$ cat src/hw/rtl/spq_pkg.sv
// Shared types, codes and defaults for the sorted priority queue.
package spq_pkg;

  // Default number of cells in the queue.
  localparam int unsigned DefaultDepth = 16;

  // Operation codes carried by the cmd field.
  localparam logic [1:0] CmdEnqueue = 2'd0;
  localparam logic [1:0] CmdDequeue = 2'd1;
  localparam logic [1:0] CmdFind    = 2'd2;

  // Status codes reported with every result.
  localparam logic [1:0] StOk       = 2'd0;
  localparam logic [1:0] StEmpty    = 2'd1;
  localparam logic [1:0] StFull     = 2'd2;
  localparam logic [1:0] StNotFound = 2'd3;

  // One queue entry.
  typedef struct packed {
    logic [7:0]  requested_id;
    logic [7:0]  requester_id;
    logic [15:0] popularity;
  } entry_t;

  // Operation broadcast to every cell in the same cycle.
  typedef struct packed {
    logic   enq;
    logic   deq;
    entry_t new_entry;
  } cell_op_t;

  // One result beat.
  typedef struct packed {
    logic [1:0]  status;
    entry_t      head;
    logic [3:0]  found_index;
    logic [4:0]  entry_count;
  } result_t;

endpackage

$ cat src/hw/rtl/spq_cell.sv
// One cell of the queue: holds an entry and one stage of the search chain.
module spq_cell #(
  parameter int unsigned IdxW    = 4,
  parameter int unsigned CellIdx = 0
) (
  input  logic              clk_i,
  input  logic              rst_ni,
  input  spq_pkg::cell_op_t op_i,
  input  logic              cell_valid_i,
  input  spq_pkg::entry_t   left_entry_i,
  input  logic              left_ins_i,
  input  spq_pkg::entry_t   right_entry_i,
  output spq_pkg::entry_t   entry_o,
  output logic              ins_o,
  input  logic [7:0]        key_i,
  input  logic              found_i,
  input  logic [IdxW-1:0]   idx_i,
  output logic              found_o,
  output logic [IdxW-1:0]   idx_o
);
  import spq_pkg::*;

  entry_t          entry_q, entry_d;
  logic            found_q, found_d;
  logic [IdxW-1:0] idx_q, idx_d;
  logic            match;

  // The new entry belongs at or before this cell when the cell is empty or
  // holds a strictly smaller popularity.
  assign ins_o = !cell_valid_i || (op_i.new_entry.popularity > entry_q.popularity);

  // Entry update: insert, shift towards the tail, or shift towards the head.
  always_comb begin
    entry_d = entry_q;
    if (op_i.enq && ins_o) begin
      entry_d = left_ins_i ? left_entry_i : op_i.new_entry;
    end else if (op_i.deq) begin
      entry_d = right_entry_i;
    end
  end

  always_ff @(posedge clk_i) begin
    entry_q <= entry_d;
  end

  // Search stage: the first match seen along the chain is kept.
  assign match = cell_valid_i && (entry_q.requester_id == key_i);

  always_comb begin
    found_d = found_i;
    idx_d   = idx_i;
    if (!found_i) begin
      found_d = match;
      idx_d   = match ? IdxW'(CellIdx) : '0;
    end
  end

  always_ff @(posedge clk_i or negedge rst_ni) begin
    if (!rst_ni) begin
      found_q <= 1'b0;
    end else begin
      found_q <= found_d;
    end
  end

  always_ff @(posedge clk_i) begin
    idx_q <= idx_d;
  end

  assign entry_o = entry_q;
  assign found_o = found_q;
  assign idx_o   = idx_q;

endmodule

$ cat src/hw/rtl/spq_out_buf.sv
// Two-slot result buffer between the queue core and the output channel.
module spq_out_buf (
  input  logic             clk_i,
  input  logic             rst_ni,
  input  logic             push_i,
  input  spq_pkg::result_t res_i,
  output logic             space_o,
  output logic             out_valid_o,
  input  logic             out_ready_i,
  output spq_pkg::result_t res_o
);
  import spq_pkg::*;

  result_t    slot0_q, slot0_d, slot1_q, slot1_d;
  logic [1:0] cnt_q, cnt_d;
  logic       pop;

  assign out_valid_o = (cnt_q != 2'd0);
  assign pop         = out_valid_o && out_ready_i;
  assign space_o     = (cnt_q != 2'd2);

  // Slot zero is the beat on offer; a push lands behind what remains.
  always_comb begin
    slot0_d = slot0_q;
    slot1_d = slot1_q;
    if (pop) begin
      slot0_d = slot1_q;
    end
    if (push_i) begin
      if ((cnt_q - {1'b0, pop}) == 2'd0) begin
        slot0_d = res_i;
      end else begin
        slot1_d = res_i;
      end
    end
    cnt_d = cnt_q + {1'b0, push_i} - {1'b0, pop};
  end

  always_ff @(posedge clk_i or negedge rst_ni) begin
    if (!rst_ni) begin
      cnt_q <= 2'd0;
    end else begin
      cnt_q <= cnt_d;
    end
  end

  always_ff @(posedge clk_i) begin
    slot0_q <= slot0_d;
    slot1_q <= slot1_d;
  end

  assign res_o = slot0_q;

endmodule

$ cat src/hw/rtl/sorted_priority_queue_with_search.sv
// Top level of the sorted priority queue with search by requester id.
//
// The queue is a row of QUEUE_DEPTH cells kept sorted by descending
// popularity, with equal popularity in arrival order. An enqueue or a dequeue
// is applied to every cell in the cycle its beat is accepted, and its result
// is pushed into the result buffer in that same cycle. A find sends a token
// down the row of cells, one cell per cycle; its result is pushed when the
// token has passed the last cell, and no new beat is taken while the search
// runs. Results pass through a two-beat buffer, so input beats are accepted
// while no search runs and fewer than two results wait on the output side.
module sorted_priority_queue_with_search #(
  parameter int unsigned QUEUE_DEPTH = spq_pkg::DefaultDepth
) (
  input  logic        clk_i,
  input  logic        rst_ni,
  input  logic        in_valid_i,
  output logic        in_ready_o,
  input  logic [1:0]  cmd_i,
  input  logic [7:0]  in_requested_id_i,
  input  logic [7:0]  in_requester_id_i,
  input  logic [15:0] in_popularity_i,
  output logic        out_valid_o,
  input  logic        out_ready_i,
  output logic [1:0]  status_o,
  output logic [7:0]  out_requested_id_o,
  output logic [7:0]  out_requester_id_o,
  output logic [15:0] out_popularity_o,
  output logic [3:0]  found_index_o,
  output logic [4:0]  entry_count_o
);
  import spq_pkg::*;

  localparam int unsigned IdxW = $clog2(QUEUE_DEPTH);
  localparam int unsigned CntW = $clog2(QUEUE_DEPTH + 1);

  entry_t          ent   [QUEUE_DEPTH];
  logic            ins   [QUEUE_DEPTH];
  logic            fnd   [QUEUE_DEPTH];
  logic [IdxW-1:0] idxs  [QUEUE_DEPTH];

  logic [CntW-1:0] count_q, count_d;
  logic [CntW-1:0] timer_q, timer_d;
  logic            busy_q, busy_d;
  logic [7:0]      key_q;
  logic            accept, full, empty, space, push, search_done;
  cell_op_t        op;
  result_t         res, res_out;
  logic [CntW+4:0] count_ext;
  logic [IdxW+3:0] idx_ext;

  assign accept = in_valid_i && in_ready_o;
  assign full   = (count_q == CntW'(QUEUE_DEPTH));
  assign empty  = (count_q == '0);

  assign in_ready_o = !busy_q && space;

  // Operation broadcast to the cell row.
  assign op.enq                    = accept && (cmd_i == CmdEnqueue) && !full;
  assign op.deq                    = accept && (cmd_i == CmdDequeue) && !empty;
  assign op.new_entry.requested_id = in_requested_id_i;
  assign op.new_entry.requester_id = in_requester_id_i;
  assign op.new_entry.popularity   = in_popularity_i;

  // Row of cells, each wired to its neighbours.
  for (genvar i = 0; i < QUEUE_DEPTH; i++) begin : g_cell
    entry_t          left_entry, right_entry;
    logic            left_ins, left_found;
    logic [IdxW-1:0] left_idx;

    if (i == 0) begin : g_head
      assign left_entry = op.new_entry;
      assign left_ins   = 1'b0;
      assign left_found = 1'b0;
      assign left_idx   = '0;
    end else begin : g_body
      assign left_entry = ent[i-1];
      assign left_ins   = ins[i-1];
      assign left_found = fnd[i-1];
      assign left_idx   = idxs[i-1];
    end

    if (i == QUEUE_DEPTH - 1) begin : g_tail
      assign right_entry = ent[i];
    end else begin : g_inner
      assign right_entry = ent[i+1];
    end

    spq_cell #(
      .IdxW    (IdxW),
      .CellIdx (i)
    ) u_cell (
      .clk_i         (clk_i),
      .rst_ni        (rst_ni),
      .op_i          (op),
      .cell_valid_i  (count_q > CntW'(i)),
      .left_entry_i  (left_entry),
      .left_ins_i    (left_ins),
      .right_entry_i (right_entry),
      .entry_o       (ent[i]),
      .ins_o         (ins[i]),
      .key_i         (key_q),
      .found_i       (left_found),
      .idx_i         (left_idx),
      .found_o       (fnd[i]),
      .idx_o         (idxs[i])
    );
  end

  // Occupancy and search sequencing.
  assign search_done = busy_q && (timer_q == CntW'(QUEUE_DEPTH));

  always_comb begin
    count_d = count_q;
    if (op.enq) begin
      count_d = count_q + CntW'(1);
    end else if (op.deq) begin
      count_d = count_q - CntW'(1);
    end
    busy_d  = busy_q;
    timer_d = timer_q;
    if (accept && (cmd_i == CmdFind)) begin
      busy_d  = 1'b1;
      timer_d = '0;
    end else if (search_done) begin
      busy_d  = 1'b0;
    end else if (busy_q) begin
      timer_d = timer_q + CntW'(1);
    end
  end

  always_ff @(posedge clk_i or negedge rst_ni) begin
    if (!rst_ni) begin
      count_q <= '0;
      busy_q  <= 1'b0;
      timer_q <= '0;
    end else begin
      count_q <= count_d;
      busy_q  <= busy_d;
      timer_q <= timer_d;
    end
  end

  always_ff @(posedge clk_i) begin
    if (accept) begin
      key_q <= in_requester_id_i;
    end
  end

  // Result of the beat: immediate for enqueue and dequeue, delayed for find.
  assign count_ext = {5'b0, count_d};
  assign idx_ext   = {4'b0, idxs[QUEUE_DEPTH-1]};

  always_comb begin
    res             = '0;
    res.entry_count = count_ext[4:0];
    if (search_done) begin
      if (fnd[QUEUE_DEPTH-1]) begin
        res.status      = StOk;
        res.found_index = idx_ext[3:0];
      end else begin
        res.status      = StNotFound;
      end
    end else begin
      case (cmd_i)
        CmdEnqueue: res.status = full ? StFull : StOk;
        CmdDequeue: begin
          if (empty) begin
            res.status = StEmpty;
          end else begin
            res.status = StOk;
            res.head   = ent[0];
          end
        end
        default:    res.status = StOk;
      endcase
    end
  end

  assign push = search_done || (accept && (cmd_i != CmdFind));

  spq_out_buf u_out_buf (
    .clk_i       (clk_i),
    .rst_ni      (rst_ni),
    .push_i      (push),
    .res_i       (res),
    .space_o     (space),
    .out_valid_o (out_valid_o),
    .out_ready_i (out_ready_i),
    .res_o       (res_out)
  );

  assign status_o           = res_out.status;
  assign out_requested_id_o = res_out.head.requested_id;
  assign out_requester_id_o = res_out.head.requester_id;
  assign out_popularity_o   = res_out.head.popularity;
  assign found_index_o      = res_out.found_index;
  assign entry_count_o      = res_out.entry_count;

endmodule

$ cat config.mk
export PLATFORM = sky130hd
export DESIGN_NAME = sorted_priority_queue_with_search
export DESIGN_NICKNAME = d
export VERILOG_FILES = /design/src/hw/rtl/spq_pkg.sv /design/src/hw/rtl/spq_cell.sv /design/src/hw/rtl/spq_out_buf.sv /design/src/hw/rtl/sorted_priority_queue_with_search.sv
export SDC_FILE = /design/constraint.sdc
export NUM_CORES = 2
export LEC_CHECK = 0
export BUFFER_PORTS_ARGS = -buffer_cell sky130_fd_sc_hd__buf_2
export CAP_MARGIN = 20
export CORE_ASPECT_RATIO = 1.1
export CORE_UTILIZATION = 40
export CTS_CLUSTER_SIZE = 10
export DETAILED_ROUTE_END_ITERATION = 10
export GPL_TIMING_DRIVEN = 0
export HOLD_SLACK_MARGIN = 0.06
export SETUP_SLACK_MARGIN = 0.3
export SLEW_MARGIN = 20
export SYNTH_ARGS = -nofsm -noshare
export SYNTH_HDL_FRONTEND = slang
export SYNTH_SLANG_ARGS = --single-unit
$ cat constraint.sdc
create_clock -name clk_i -period 14.7 [get_ports clk_i]
set_input_delay 1.47 -clock clk_i [delete_from_list [all_inputs] [get_ports clk_i]]
set_output_delay 1.47 -clock clk_i [all_outputs]
set_load 0.03 [all_outputs]
==> reports/results.txt <==
outcome: completed
# fillers: 10,100
DRC viols: 0
critical setup path kind: input port to register
Initial Util: 0.404
WP data arrival: 5.60 ns
Worst Hold Class: register to register
cell mode on critical path: clkbuf_1
Final nets: 4,614
fin cells: 5,778
Die Area: 108,000 um^2
CP Cell Sequence: clkbuf_1 -> inv_1 -> ha_1 -> and4_1 -> and3_1 -> clkbuf_1 -> nor2_1 -> clkbuf_1 -> nand2_1 -> nand2_2
worst skew pair latency: 0.67 ns
Final Routed Wirelength: 143 mm
Critical Path Start Type: input port
Top delay family on crit path: buffers and inverters
WL/cell: 24.7 um
core box area: 106,000 um^2
sequential-to-total area share from yosys stat: 0.455
Mapped Nets: 4,446
CTS tree: yes
Final Hold Fails: 0
aggregate global routing overflow: 0
Port Buf Inserts: 73
Yosys reg bits: 684
drt via density: 5.81
first-pass GRT wire length: 211 mm
Ys Warns: 0
die span in x: 314 um
RSZ-0062 raised after global routing: false
Final Skew: 0.0281 ns
EDFF count, synth: 563
postcts setup bufs: 0
crit share post-route: 0.363
most frequent cells in the layout: edfxtp_1, a21oi_1, mux2i_1
routability cong.: 0.974
setup violators final: 0
hold bufs inserted after CTS: 0
detailed placement HPWL: 116 mm
H-tree level count: 3
Clk pin slew, worst setup/hold paths: 0.05 ns
layout cells sized above 1: 0.106
row count: 125
most common library cell in the layout ignoring fill and taps: edfxtp_1
Yosys cell types: 85
asr flop ratio synth: 0.0424
Final Max Tran Viols: 0
PD cells: 151 nW/um^2
Area growth syn-to-layout: 11.5%
CP required: 14.97 ns
initial antenna violation count: 6
GRT Resource Usage Total: 0.259
Top FF cell, synth: edfxtp_1
root buf cell: clkbuf_16
Slew headroom: 0.226
Worst path max stage delay: 0.68 ns
largest net degree at the start of global routing: 33
WP buf/inv: 4
Max IR drop VDD: 0.0000797 V
Cells after DPL: 5,623
CP max stage cell: inv_1
Ports: 83
Bufs on Longest Clock Path: 3
Final min period: 5.33 ns
vias in the first global route: 34,100
synthesized area per cell: 10.3 um^2
CTS Sinks: 684
router iterations before antenna repair: 5
TritonCTS Buffers: 83
Syn Inst Count: 4,143
CP max FO: 32
Antenna Violating Nets Remaining: 0
1st-iter DRT viols: 2,878
LEAKAGE: 0.0190 uW
total number of vias: 33,600
post_cts resized: 0
total negative slack: 0 ns
worst-margin pin slew: 1.15 ns
Synth Cell Area: 42,800 um^2
nature of the critical path endpoint: register
Die Y: 345 um
max-cap violations: 0
FMAX: 188 MHz
==> routing by layer <==
layer | share of wire | global-route usage | vias to the layer above
li1 | - | - | 15700
met1 | 0.40 | 0.310 | 16300
met2 | 0.49 | 0.455 | 1248
met3 | 0.062 | 0.0359 | 344
met4 | 0.047 | 0.121 | 2
met5 | 0.000049 | 0 | -
==> registers in the layout, summed over array words and instances (netlist names) <==
name / flops
key_q: 8
timer_q: 5
busy_q: 1
g_cell.u_cell.idx_o: 49
g_cell.u_cell.found_o: 16
u_out_buf.cnt_q: 2
u_out_buf.res_o: 43
count_q: 5
u_out_buf.slot1_q: 43
g_cell.u_cell.entry_o: 512
==> power breakdown <==
group / total, uW / internal, uW / switching (uW) / leakage [uW]
clock: 1920 / 1080 / 849 / 0.00117
combinational: 2620 / 905 / 1710 / 0.0116
sequential: 2670 / 2480 / 196 / 0.00626
==> worst register-to-register path: stages, from the launching register on <==
cell and delay [ns]:
dfrtp_1 0.55, inv_2 0.13, ha_1 0.25, and4bb_2 0.26, nor2_1 0.55, nand2_1 0.57
buf_2 0.45, nor2_1 0.61, clkbuf_1 0.41, nand2_1 0.12, nand2_2 0.63
==> path summary, 6_finish.rpt <==
check	endpoint	start	slack, ns	depth (start not counted)
hold / removal	g_cell[1].u_cell.idx_o[0]$_SDFF_PP0_	g_cell[0].u_cell.found_o$_DFF_PN0_	0.42	1
setup reg to reg	g_cell[5].u_cell.entry_o[6]$_DFFE_PP_	count_q[0]$_DFF_PN0_	9.75	10
max in group asynchronous	g_cell[11].u_cell.found_o$_DFF_PN0_	rst_ni	13.20	1
hold reg to reg	g_cell[1].u_cell.idx_o[0]$_SDFF_PP0_	g_cell[0].u_cell.found_o$_DFF_PN0_	0.42	1
min in group asynchronous	timer_q[0]$_DFFE_PN0P_	rst_ni	0.93	1
setup / recovery	g_cell[7].u_cell.entry_o[4]$_DFFE_PP_	in_popularity_i[0]	9.37	10
==> logic make-up (layout without fill, tap and decap cells) <==
group	Yosys count	in the layout	synth area share
other cells	0	4	0
mux	526	526	0.129
simple gates	794	794	0.0926
xor+xnor	137	137	0.0280
buf+inv	644	878	0.0597
flops	684	684	0.455
fa+ha+maj	265	265	0.0775
compound gates	1093	1093	0.158
==> cells in the mapped netlist, drive strengths merged (92+ instances only) <==
cell type	instances	area, um^2
edfxtp	563	16900
a21oi	445	2230
mux2i	348	3480
inv	303	1140
ha	265	3320
clkbuf	254	953
nor2	212	801
o21ai	190	951
nand2	179	672
mux2	178	2050
a31oi	157	1000
nand3	94	470
dfxtp	92	1840
==> stage by stage <==
stage / total power, uW / setup WS [ns] / utilization / hold WS (ns) / cell area, um^2
after floorplan: 4410 / 8.70 / - / 0.400 / 42800
after global placement: 5220 / 6.18 / 0.424 / 0.415 / 44900
after detailed placement: 5300 / 8.74 / 0.428 / 0.414 / 45300
after CTS: 7220 / 9.42 / 0.451 / 0.421 / 47700
after global routing: 7540 / 9.10 / 0.451 / 0.439 / 47700
final: 7220 / 9.37 / 0.451 / 0.417 / 47700
==> final cells by class <==
cell class | instances | area [um^2] | share of cell area
multi-input cells | 2815 | 20900 | 0.438
flip-flops and latches | 684 | 19500 | 0.408
clock buffers | 132 | 2310 | 0.0485
well taps | 1397 | 1750 | 0.0366
plain buffers | 341 | 1420 | 0.0297
inverters | 303 | 1140 | 0.0238
repair buffers | 83 | 592 | 0.0124
clock inverters | 19 | 123 | 0.00257
diodes | 4 | 10.0 | 0.000210
(Power assumes the default switching activity.)
